`src/rtl/core/jse_pkg.sv`:
```
`timescale 1ns / 1ps
// jse_pkg: shared types, character constants and helper functions for the
// JSON string escaper. No dependencies.
package jse_pkg;

  localparam logic [7:0] ChBsl   = 8'h5C;
  localparam logic [7:0] ChQuote = 8'h22;
  localparam logic [7:0] ChB     = 8'h62;
  localparam logic [7:0] ChF     = 8'h66;
  localparam logic [7:0] ChN     = 8'h6E;
  localparam logic [7:0] ChR     = 8'h72;
  localparam logic [7:0] ChT     = 8'h74;
  localparam logic [7:0] ChU     = 8'h75;
  localparam logic [7:0] ChV     = 8'h76;
  localparam logic [7:0] ChZero  = 8'h30;
  localparam logic [7:0] CtlBs   = 8'h08;
  localparam logic [7:0] CtlHt   = 8'h09;
  localparam logic [7:0] CtlLf   = 8'h0A;
  localparam logic [7:0] CtlVt   = 8'h0B;
  localparam logic [7:0] CtlFf   = 8'h0C;
  localparam logic [7:0] CtlCr   = 8'h0D;
  localparam logic [7:0] CtlLimit = 8'h20;

  // longest expansion: leading backslash plus \u00XX
  localparam int unsigned MaxOut = 7;
  localparam int unsigned IdxW   = $clog2(MaxOut + 1);

  localparam int unsigned FifoDepth = 2;
  localparam int unsigned FifoPtrW  = (FifoDepth > 1) ? $clog2(FifoDepth) : 1;
  localparam int unsigned FifoCntW  = $clog2(FifoDepth + 1);

  typedef enum logic [1:0] {
    KIND_PLAIN = 2'd0,  // the data byte itself
    KIND_ESC   = 2'd1,  // backslash, then the letter in data
    KIND_UNI   = 2'd2   // \u00XX of the data byte
  } kind_e;

  typedef struct packed {
    kind_e      kind;
    logic       pre;   // emit one extra backslash first
    logic [7:0] data;
    logic       last;
  } cmd_t;

  typedef struct packed {
    logic full;
    logic empty;
  } fifo_stat_t;

  function automatic logic is_esc_letter(logic [7:0] c);
    return (c == ChQuote) || (c == ChBsl) || (c == ChB) || (c == ChF) ||
           (c == ChN) || (c == ChR) || (c == ChT);
  endfunction

  function automatic logic [7:0] hex_char(logic [3:0] n);
    return (n < 4'd10) ? (ChZero + {4'b0, n}) : (8'h37 + {4'b0, n});
  endfunction

endpackage

```
`src/rtl/core/json_string_escaper_top.sv`:
```
`timescale 1ns / 1ps
// json_string_escaper_top: classifier, command queue and serializer.
// Depends on jse_pkg, jse_front, jse_cmd_fifo, jse_back.
//
//   channel | direction | handshake                 | payload
//   in      | input     | in_valid_i / in_ready_o   | in_byte_i, in_last_i
//   out     | output    | out_valid_o / out_ready_i | out_byte_o, out_last_o
//
// One output byte per cycle while out_ready_i is high; an input byte expands
// to 1 to 7 output bytes, one step each, so unstalled plain text runs at one
// byte per cycle. A two-entry command queue sits between classifier and
// serializer. Reset clears the pending-backslash flag, queue and output stage.
// The output is registered; in_ready_o drops only when the queue is full.
module json_string_escaper_top (
  input  logic       clk_i,
  input  logic       rst_ni,
  input  logic       in_valid_i,
  output logic       in_ready_o,
  input  logic [7:0] in_byte_i,
  input  logic       in_last_i,
  output logic       out_valid_o,
  input  logic       out_ready_i,
  output logic [7:0] out_byte_o,
  output logic       out_last_o
);
  import jse_pkg::*;

  cmd_t       push_cmd;
  cmd_t       head_cmd;
  fifo_stat_t stat;
  logic       push;
  logic       pop;

  jse_front u_front (
    .clk_i      (clk_i),
    .rst_ni     (rst_ni),
    .in_valid_i (in_valid_i),
    .in_ready_o (in_ready_o),
    .in_byte_i  (in_byte_i),
    .in_last_i  (in_last_i),
    .stat_i     (stat),
    .push_o     (push),
    .cmd_o      (push_cmd)
  );

  jse_cmd_fifo u_fifo (
    .clk_i  (clk_i),
    .rst_ni (rst_ni),
    .push_i (push),
    .cmd_i  (push_cmd),
    .pop_i  (pop),
    .cmd_o  (head_cmd),
    .stat_o (stat)
  );

  jse_back u_back (
    .clk_i       (clk_i),
    .rst_ni      (rst_ni),
    .cmd_i       (head_cmd),
    .stat_i      (stat),
    .pop_o       (pop),
    .out_valid_o (out_valid_o),
    .out_ready_i (out_ready_i),
    .out_byte_o  (out_byte_o),
    .out_last_o  (out_last_o)
  );

`ifndef SYNTHESIS
  a_stat_sane: assert property (@(posedge clk_i) disable iff (!rst_ni)
    !(stat.full && stat.empty))
    else $error("queue full and empty together");

  a_no_overflow: assert property (@(posedge clk_i) disable iff (!rst_ni)
    push |-> !stat.full)
    else $error("push into full queue");

  a_no_underflow: assert property (@(posedge clk_i) disable iff (!rst_ni)
    pop |-> !stat.empty)
    else $error("pop from empty queue");

  a_push_lands: assert property (@(posedge clk_i) disable iff (!rst_ni)
    push |=> !stat.empty)
    else $error("transfer did not reach the queue");
`endif

endmodule

```
`src/rtl/core/jse_front.sv`:
```
`timescale 1ns / 1ps
// jse_front: accepts input bytes, tracks the pending-backslash flag and
// classifies each byte into an expansion command. Depends on jse_pkg.
module jse_front (
  input  logic              clk_i,
  input  logic              rst_ni,
  input  logic              in_valid_i,
  output logic              in_ready_o,
  input  logic [7:0]        in_byte_i,
  input  logic              in_last_i,
  input  jse_pkg::fifo_stat_t stat_i,
  output logic              push_o,
  output jse_pkg::cmd_t     cmd_o
);
  import jse_pkg::*;

  logic pend_q, pend_d;
  logic esc;
  logic pend_nx;

  assign in_ready_o = !stat_i.full;
  assign push_o     = in_valid_i && in_ready_o;

  always_comb begin
    esc         = is_esc_letter(in_byte_i);
    cmd_o.kind  = KIND_PLAIN;
    cmd_o.pre   = 1'b0;
    cmd_o.data  = in_byte_i;
    cmd_o.last  = in_last_i;
    pend_nx     = 1'b0;
    if (in_byte_i >= CtlLimit && !esc) begin
      cmd_o.pre = pend_q;
    end else if (!pend_q && in_byte_i == ChBsl) begin
      cmd_o.pre = in_last_i;
      pend_nx   = !in_last_i;
    end else begin
      cmd_o.pre = pend_q && !esc;
      case (in_byte_i)
        CtlBs: begin
          cmd_o.kind = KIND_ESC;
          cmd_o.data = ChB;
        end
        CtlHt: begin
          cmd_o.kind = KIND_ESC;
          cmd_o.data = ChT;
        end
        CtlLf: begin
          cmd_o.kind = KIND_ESC;
          cmd_o.data = ChN;
        end
        CtlVt: begin
          cmd_o.kind = KIND_ESC;
          cmd_o.data = ChV;
        end
        CtlFf: begin
          cmd_o.kind = KIND_ESC;
          cmd_o.data = ChF;
        end
        CtlCr: begin
          cmd_o.kind = KIND_ESC;
          cmd_o.data = ChR;
        end
        ChB, ChF, ChN, ChR, ChT, ChBsl: begin
          cmd_o.kind = KIND_PLAIN;
        end
        ChQuote: begin
          cmd_o.kind = KIND_PLAIN;
          cmd_o.pre  = !pend_q;
        end
        default: begin
          cmd_o.kind = KIND_UNI;
        end
      endcase
    end
  end

  assign pend_d = push_o ? pend_nx : pend_q;

  always_ff @(posedge clk_i or negedge rst_ni) begin
    if (!rst_ni) begin
      pend_q <= 1'b0;
    end else begin
      pend_q <= pend_d;
    end
  end

endmodule

```
`src/rtl/core/jse_cmd_fifo.sv`:
```
`timescale 1ns / 1ps
// jse_cmd_fifo: short command queue between classifier and serializer.
// Depends on jse_pkg.
module jse_cmd_fifo (
  input  logic                clk_i,
  input  logic                rst_ni,
  input  logic                push_i,
  input  jse_pkg::cmd_t       cmd_i,
  input  logic                pop_i,
  output jse_pkg::cmd_t       cmd_o,
  output jse_pkg::fifo_stat_t stat_o
);
  import jse_pkg::*;

  cmd_t                mem_q [FifoDepth];
  logic [FifoPtrW-1:0] wr_ptr_q, wr_ptr_d;
  logic [FifoPtrW-1:0] rd_ptr_q, rd_ptr_d;
  logic [FifoCntW-1:0] cnt_q, cnt_d;

  assign stat_o.full  = (cnt_q == FifoCntW'(FifoDepth));
  assign stat_o.empty = (cnt_q == '0);
  assign cmd_o        = mem_q[rd_ptr_q];

  always_comb begin
    wr_ptr_d = wr_ptr_q;
    rd_ptr_d = rd_ptr_q;
    cnt_d    = cnt_q;
    if (push_i) begin
      wr_ptr_d = (wr_ptr_q == FifoPtrW'(FifoDepth - 1)) ? '0 : wr_ptr_q + 1'b1;
    end
    if (pop_i) begin
      rd_ptr_d = (rd_ptr_q == FifoPtrW'(FifoDepth - 1)) ? '0 : rd_ptr_q + 1'b1;
    end
    if (push_i && !pop_i) begin
      cnt_d = cnt_q + 1'b1;
    end else if (!push_i && pop_i) begin
      cnt_d = cnt_q - 1'b1;
    end
  end

  always_ff @(posedge clk_i or negedge rst_ni) begin
    if (!rst_ni) begin
      wr_ptr_q <= '0;
      rd_ptr_q <= '0;
      cnt_q    <= '0;
    end else begin
      wr_ptr_q <= wr_ptr_d;
      rd_ptr_q <= rd_ptr_d;
      cnt_q    <= cnt_d;
    end
  end

  always_ff @(posedge clk_i) begin
    if (push_i) begin
      mem_q[wr_ptr_q] <= cmd_i;
    end
  end

endmodule

```
`src/rtl/core/jse_back.sv`:
```
`timescale 1ns / 1ps
// jse_back: expands queued commands into output bytes, one per cycle while
// out_ready_i allows, behind a registered output stage. Depends on jse_pkg.
module jse_back (
  input  logic                clk_i,
  input  logic                rst_ni,
  input  jse_pkg::cmd_t       cmd_i,
  input  jse_pkg::fifo_stat_t stat_i,
  output logic                pop_o,
  output logic                out_valid_o,
  input  logic                out_ready_i,
  output logic [7:0]          out_byte_o,
  output logic                out_last_o
);
  import jse_pkg::*;

  logic [IdxW-1:0] idx_q, idx_d;
  logic [IdxW-1:0] len;
  logic [IdxW-1:0] pos;
  logic            fin;
  logic            load;
  logic [7:0]      gen_byte;
  logic            valid_q, valid_d;
  logic [7:0]      byte_q, byte_d;
  logic            last_q, last_d;

  always_comb begin
    case (cmd_i.kind)
      KIND_PLAIN: len = IdxW'(1);
      KIND_ESC:   len = IdxW'(2);
      default:    len = IdxW'(6);
    endcase
    len = len + IdxW'(cmd_i.pre);
    fin = (idx_q == len - 1'b1);
    pos = idx_q - IdxW'(cmd_i.pre);
  end

  always_comb begin
    gen_byte = ChBsl;
    if (!(cmd_i.pre && idx_q == '0)) begin
      case (cmd_i.kind)
        KIND_PLAIN: gen_byte = cmd_i.data;
        KIND_ESC:   gen_byte = (pos == '0) ? ChBsl : cmd_i.data;
        default: begin
          case (pos)
            IdxW'(0): gen_byte = ChBsl;
            IdxW'(1): gen_byte = ChU;
            IdxW'(2), IdxW'(3): gen_byte = ChZero;
            IdxW'(4): gen_byte = hex_char(cmd_i.data[7:4]);
            default:  gen_byte = hex_char(cmd_i.data[3:0]);
          endcase
        end
      endcase
    end
  end

  always_comb begin
    load    = !valid_q || out_ready_i;
    pop_o   = load && !stat_i.empty && fin;
    valid_d = valid_q;
    byte_d  = byte_q;
    last_d  = last_q;
    idx_d   = idx_q;
    if (load) begin
      valid_d = !stat_i.empty;
      if (!stat_i.empty) begin
        byte_d = gen_byte;
        last_d = cmd_i.last && fin;
        idx_d  = fin ? '0 : idx_q + 1'b1;
      end
    end
  end

  always_ff @(posedge clk_i or negedge rst_ni) begin
    if (!rst_ni) begin
      valid_q <= 1'b0;
      idx_q   <= '0;
    end else begin
      valid_q <= valid_d;
      idx_q   <= idx_d;
    end
  end

  always_ff @(posedge clk_i) begin
    byte_q <= byte_d;
    last_q <= last_d;
  end

  assign out_valid_o = valid_q;
  assign out_byte_o  = byte_q;
  assign out_last_o  = last_q;

endmodule

```
`config.mk`:
```
export PLATFORM = sky130hd
export DESIGN_NAME = json_string_escaper_top
export DESIGN_NICKNAME = d
export VERILOG_FILES = /design/src/rtl/core/jse_pkg.sv /design/src/rtl/core/json_string_escaper_top.sv /design/src/rtl/core/jse_front.sv /design/src/rtl/core/jse_cmd_fifo.sv /design/src/rtl/core/jse_back.sv
export SDC_FILE = /design/constraint.sdc
export NUM_CORES = 1
export LEC_CHECK = 0
export BUFFER_PORTS_ARGS = -buffer_cell sky130_fd_sc_hd__clkbuf_2
export CAP_MARGIN = 25
export CORE_MARGIN = 1
export CORE_UTILIZATION = 35
export CTS_CLUSTER_SIZE = 20
export DETAILED_ROUTE_END_ITERATION = 16
export PLACE_DENSITY = 0.53
export SYNTH_ARGS = -nofsm -noshare
export SYNTH_HDL_FRONTEND = slang
export SYNTH_SLANG_ARGS = --single-unit
```
`constraint.sdc`:
```
create_clock -name clk_i -period 3.6 [get_ports clk_i]
set_clock_uncertainty 0.1 [all_clocks]
set_input_delay 0.18 -clock clk_i [delete_from_list [all_inputs] [get_ports clk_i]]
set_output_delay 0.18 -clock clk_i [all_outputs]
set_load 0.005 [all_outputs]
```
[Word level (Yosys, flattened, before mapping)]
Memories as Yosys holds them, arrays and structs flattened.
Cells that the tools add are included.
Word-level totals
  register bits: 18
  memory bits (writable): 24
  input bits: 13
  output and inout bits: 11
  logic and storage cells: 103
  memories: 1
Memory list
  u_fifo.mem_q: depth 2, width 12, read ports 1, clocked after Yosys merged registers in 0, write ports 1, line jse_cmd_fifo.sv:15  | cmd_t mem_q [FifoDepth];
Cells by class
  add/sub/neg operators: 12
  magnitude comparators: 3
  equal/unequal tests: 20
  muxes and demuxes: 24
  bitwise logic cells: 1
  reduce and logical (&&, ||, !) cells: 34
Operators by type and width (number)
  8-bit by 4-bit == test with 1-bit output, second input constant: 6
  8-bit by 7-bit == test with 1-bit output, second input constant: 6
  8-bit one-hot mux with 6 select lines: 1
  8-bit 2-to-1 mux: 5
  8-bit one-hot mux with 4 select lines: 1
  6-bit by 4-bit adder with 7-bit output, first input constant: 4
  8-bit one-hot mux with 2 select lines: 1
  1-bit logical AND: 10
  1-bit 2-to-1 mux: 9
  8-bit by 6-bit == test with 1-bit output, second input constant: 1
  8-bit by 6-bit >= comparator with 1-bit output, second input constant: 1
  1-bit logical NOT: 8
  4-bit < comparator, second input constant: 2
  2-bit 2-to-1 mux: 4
  1-bit logical OR: 7
  7-bit OR reduction: 1
  3-bit by 2-bit == test with 1-bit output, second input constant: 2
  3-bit logical NOT: 2
  3-bit one-hot mux with 2 select lines: 1
  6-bit OR reduction: 1
  2-bit logical NOT: 2
  2-bit one-hot mux with 2 select lines: 1
  3-bit by 1-bit adder with 3-bit output: 1
  3-bit by 1-bit adder with 3-bit output, second input constant: 1
  15 further kinds: 16

[Longest topological paths before layout]
  depth in word-level cells: 12
  mapped depth: 10

[Hierarchy]
From an unflattened synthesis, not the netlist that was laid out.
Unflattened totals
  cells, all modules: 217
  area, all modules: 2418.6 µm²
By module, submodules not included
  jse_cmd_fifo: instances 1, cells an instance 53, area an instance 1087.3 µm², seq. area each 820.8 µm²
  jse_back: instances 1, cells an instance 119, area an instance 1044.8 µm², seq. area each 370.4 µm²
  jse_front: instances 1, cells an instance 45, area an instance 286.5 µm², seq. area each 25.0 µm²

[Least setup slack after synthesis]
No wires, ideal clock.
  path kind: register to register
  from: reg u_fifo.rd_ptr_q
  to: reg u_back.byte_q[2], in the netlist u_back.out_byte_o[2], data pin
  setup time: 0.282 ns
  data arrival time: 2.309 ns
  data required time: 3.218 ns
  slack: 0.910 ns
  cell stages (with the launch flop): 11
  period minus slack after synthesis: 2.690 ns
  cell sequence: dfrtp_1 > mux2i_2 > inv_1 > ha_1 > ha_1 > and2_1 > clkbuf_1 > nor2_1 > and3b_1 > a221oi_1 > o221ai_1
On the way
  word-level cells in the longest chain between the ends: 6
RTL lines
  start, declared: line jse_cmd_fifo.sv:17  | logic [FifoPtrW-1:0] rd_ptr_q, rd_ptr_d;
  start signal, assigned: line jse_cmd_fifo.sv:48  | rd_ptr_q <= rd_ptr_d;
  memory 2 x 12 bit *
  3-bit by 1-bit subtractor with 3-bit output: line jse_back.sv:35  | pos = idx_q - IdxW'(cmd_i.pre);
  3-bit by 2-bit == test with 1-bit output: line jse_back.sv:45  | case (pos)
  2-bit OR reduction: line jse_back.sv:45
  8-bit one-hot mux with 4 select lines: line jse_back.sv:45
  8-bit one-hot mux with 2 select lines: line jse_back.sv:41  | case (cmd_i.kind)
  end signal, assigned: line jse_back.sv:85  | byte_q <= byte_d;
  end, declared: line jse_back.sv:24  | logic [7:0] byte_q, byte_d;
Mark *: on every way between the ends. The rest lies on a longest branch, timed or not.
A chain may end at the register's enable or synchronous reset.

[Final worst setup path]
Ends and elaborated chain as after synthesis.

==> key figures <==
Timing
  – Final Hold Fails: 0
  – Final worst slack: roughly 0.68 ns
  – Setup violations, final: 0
  – Final Max Slew Viols: 0
  – Max frequency: 343 MHz
  – Final cycle utilization of the critical path: 81.0%
  – RSZ-0062 raised after global routing: false
  – Rel. slew slack: 52.7%
  – Worst Tran Pin Value: approximately 0.69 ns
  – Min Clock Period, post-route: approximately 2.9 ns
  – Worst hold slack: 0.0514 ns
  – Sum of negative setup slack: 0 ns

Pwr
  – Internal Power: ~1.3 mW
  – NetSw: between 0.8 and 0.9 mW
  – PD cells: about 830 mW/mm^2
  – Peak VDD IR: 252 uV
  – Comb power frac: 48.2%
  – Sequential share of power: roughly two fifths
  – Power Total: ~2.2 mW
  – Clock network power share: a little over an eighth
  – Switching share of power: 40.2%
  – Leak pwr: about 1.0 nW

Layout
  – Antenna Cells: 0
  – Final #Nets: 258
  – Area Growth Syn to Fin: 12.3%
  – Final std cells w/o fill: between 300 and 400
  – Util after Layout: ~41%
  – Final instance area: roughly 0.0026 mm^2
  – Share of cells above drive strength 1: roughly 18%

CTS
  – Worst-path clk slew: around 0.080 ns
  – Clock Sinks: 42
  – Worst skew pair latency: 0.29 ns
  – Post-CTS Hold Fix Bufs: 2
  – Clock root cell: clkbuf_8
  – CTS H-tree depth: 2
  – Setup Buffers After CTS: 0
  – CTS tree: done
  – Clk buf depth: 2
  – Cts bufs inserted: 5
  – # resized after CTS: 0

Die
  – Die Height: ~84 um
  – Num rows: 29
  – Initial core utilization: 36.5%
  – Chip width: 83.8 um
  – Total die area: roughly 0.007 mm^2
  – Top-Level Pins: 24
  – Core Box Area: about 0.0064 mm^2

Place
  – Port buffer count: 23
  – Cell count after placement: 305
  – DP HPWL: 3.13 mm
  – Worst slack at placement: 0.746 ns
  – Cell area after placement: around 0.0025 mm^2
  – GP Congestion: 0.882

Synth
  – Main synth FF type: edfxtp_1
  – Yosys warnings: 0
  – Seq cells post-synth: 42
  – Synthesized area: 0.00234 mm^2
  – Simple-Gate Fraction of Synth Area: about 18%
  – Fraction of registers with async set/reset: a little over a fifth
  – Mux share of post-synthesis cell area: under 10%
  – Post-synth EDFFs: 33
  – Post-Synthesis Cells: 210
  – Synthesized net count: between 200 and 250
  – Sequential element share of the synthesized area: ~52%
  – Netlist cell types: 52
  – Syn avg cell area: approximately 11 um^2
  – Post-synthesis xor/xnor area fraction: under 10%
  – Post-Synth Adder-Cell Area: roughly 3.7%
  – Largest family of logic cells by synthesized area: simple AND/OR/NAND/NOR gates
  – Synth Area in Compound Gates: 14.2%

Worst setup path
  – Worst-path maximum fanout: 6
  – Startpoint types: register
  – Worst Path Arrival: 2.83 ns
  – WS Path Type: register to register
  – CP required: 3.51 ns
  – CP endpoint kind: register

Global routing
  – Most crowded layer after global routing: met2
  – Vias in the first global route: 1,538
  – GRT Total Usage: a little over an eighth
  – Initial antenna violation count: 0
  – Routing usage on met2: 20.9%
  – GRT overflow: 0
  – First-pass GRT wire length: 7.27 mm
  – Met3 GRT Util: approximately 2.9%
  – Largest net degree at the start of global routing: 22
  – M1 GR Usage: between 10% and 20%

Routing
  – Vias per Instance: about 5.3
  – First-pass iteration count of the detailed router: 10
  – DRT iter0 DRCs: 44
  – Routed Antenna Nets: 0
  – Vias: approximately 1,700
  – Residual DRC: 8
  – Drt total wl: 4.24 mm
  – Routed WL per cell: around 13 um

Flow run
  – Max Cap Viol: 0

Hold path
  – Hold Crit Class: input port to register

Run status
  – Status: complete, but fails checks
  – Failing checks: design-rule violations
==> critical path, stage by stage, from the launching register on <==
cell	delay [ns]
dfrtp_1	0.38
mux2i_2	0.43
inv_1	0.09
ha_1	0.19
ha_1	0.21
xnor2_1	0.41
nor2_1	0.20
and3b_1	0.22
a221oi_1	0.26
o221ai_1	0.15
==> layout by cell type (no fill, tap or decap), drive strengths merged, types with 3 or more instances in the layout <==
cell,synthesis,routed
a21o,3,3
a21oi,14,14
and2,3,3
clkbuf,2,29
dfrtp,9,9
edfxtp,33,33
ha,7,7
inv,10,10
mux2i,11,11
nand2,14,14
nand2b,5,5
nand3,3,3
nor2,17,17
nor3,8,8
nor3b,3,3
nor4,3,3
o21ai,14,14
o22ai,3,3
or2,3,3
or4,3,3
xnor2,5,5
xor2,4,4
==> flip-flops by register name, indices dropped and copies added, names as in the netlist <==
name,cells
u_fifo.wr_ptr_q,1
u_back.idx_q,3
u_fifo.mem_q,24
u_front.pend_q,1
u_fifo.rd_ptr_q,1
u_back.out_byte_o,8
u_back.out_last_o,1
u_back.out_valid_o,1
u_fifo.cnt_q,2
==> logic make-up (layout without fill, tap and decap cells) <==
group	Yosys count	in the layout
fa+ha+maj	7	7
xor+xnor	9	9
flops	42	42
buf+inv	16	45
mux	12	12
compound gates	51	51
simple gates	73	73
==> power groups by stage <==
stage	Clock, mW	Combinational [mW]	Sequential (mW)
floorplan	0	0.814	0.829
global placement	0	1.05	0.843
detailed placement	0	1.04	0.844
CTS	0.311	1.05	0.834
global route	0.325	1.19	0.853
finish	0.298	1.05	0.831
==> final cells by class <==
cell class	instances	area (um^2)
Inverter	10	37.5
Multi-Input combinational cell	152	1040
Fill cell	629	3790
Timing Repair Buffer	27	150
Clock buffer	6	72.6
Clock inverter	2	15.0
Tap cell	77	96.3
Sequential cell	42	1220
==> path summary, 6_finish.rpt <==
path	from	slack, ns	depth (start not counted)	to
setup / recovery	u_fifo.rd_ptr_q	0.68	9	u_back.out_byte_o[2]
hold / removal	out_ready_i	0.05	3	u_back.out_valid_o
setup reg to reg	u_fifo.rd_ptr_q	0.68	9	u_back.out_byte_o[2]
hold reg to reg	u_fifo.wr_ptr_q	0.40	1	u_fifo.wr_ptr_q
max in group asynchronous	rst_ni	3.03	2	u_back.out_valid_o
min in group asynchronous	rst_ni	0.18	2	u_fifo.rd_ptr_q
==> metal layers <==
metal	share of wire, %	routed length (um)
met3	4.0	169
met2	45	1910
met1	50	2100
met5	0	0
met4	1.3	57
==> cell usage after synthesis, types with 3 or more instances <==
| cell type | n | area, um^2 |
|---|---|---|
| a21o_1 | 3 | 22.5 |
| a21oi_1 | 14 | 70.1 |
| and2_1 | 3 | 18.8 |
| buf_6 | 3 | 33.8 |
| dfrtp_1 | 9 | 225 |
| edfxtp_1 | 33 | 991 |
| ha_1 | 7 | 87.6 |
| inv_1 | 10 | 37.5 |
| mux2i_1 | 10 | 100 |
| nand2_1 | 13 | 48.8 |
| nand2b_1 | 5 | 31.3 |
| nand3_1 | 3 | 15.0 |
| nor2_1 | 17 | 63.8 |
| nor3_1 | 8 | 40.0 |
| o21ai_0 | 12 | 60.1 |
| or2_2 | 3 | 18.8 |
| or4_1 | 3 | 22.5 |
| xnor2_1 | 5 | 43.8 |
| xor2_1 | 4 | 35.0 |
(Power assumes the default switching activity.)
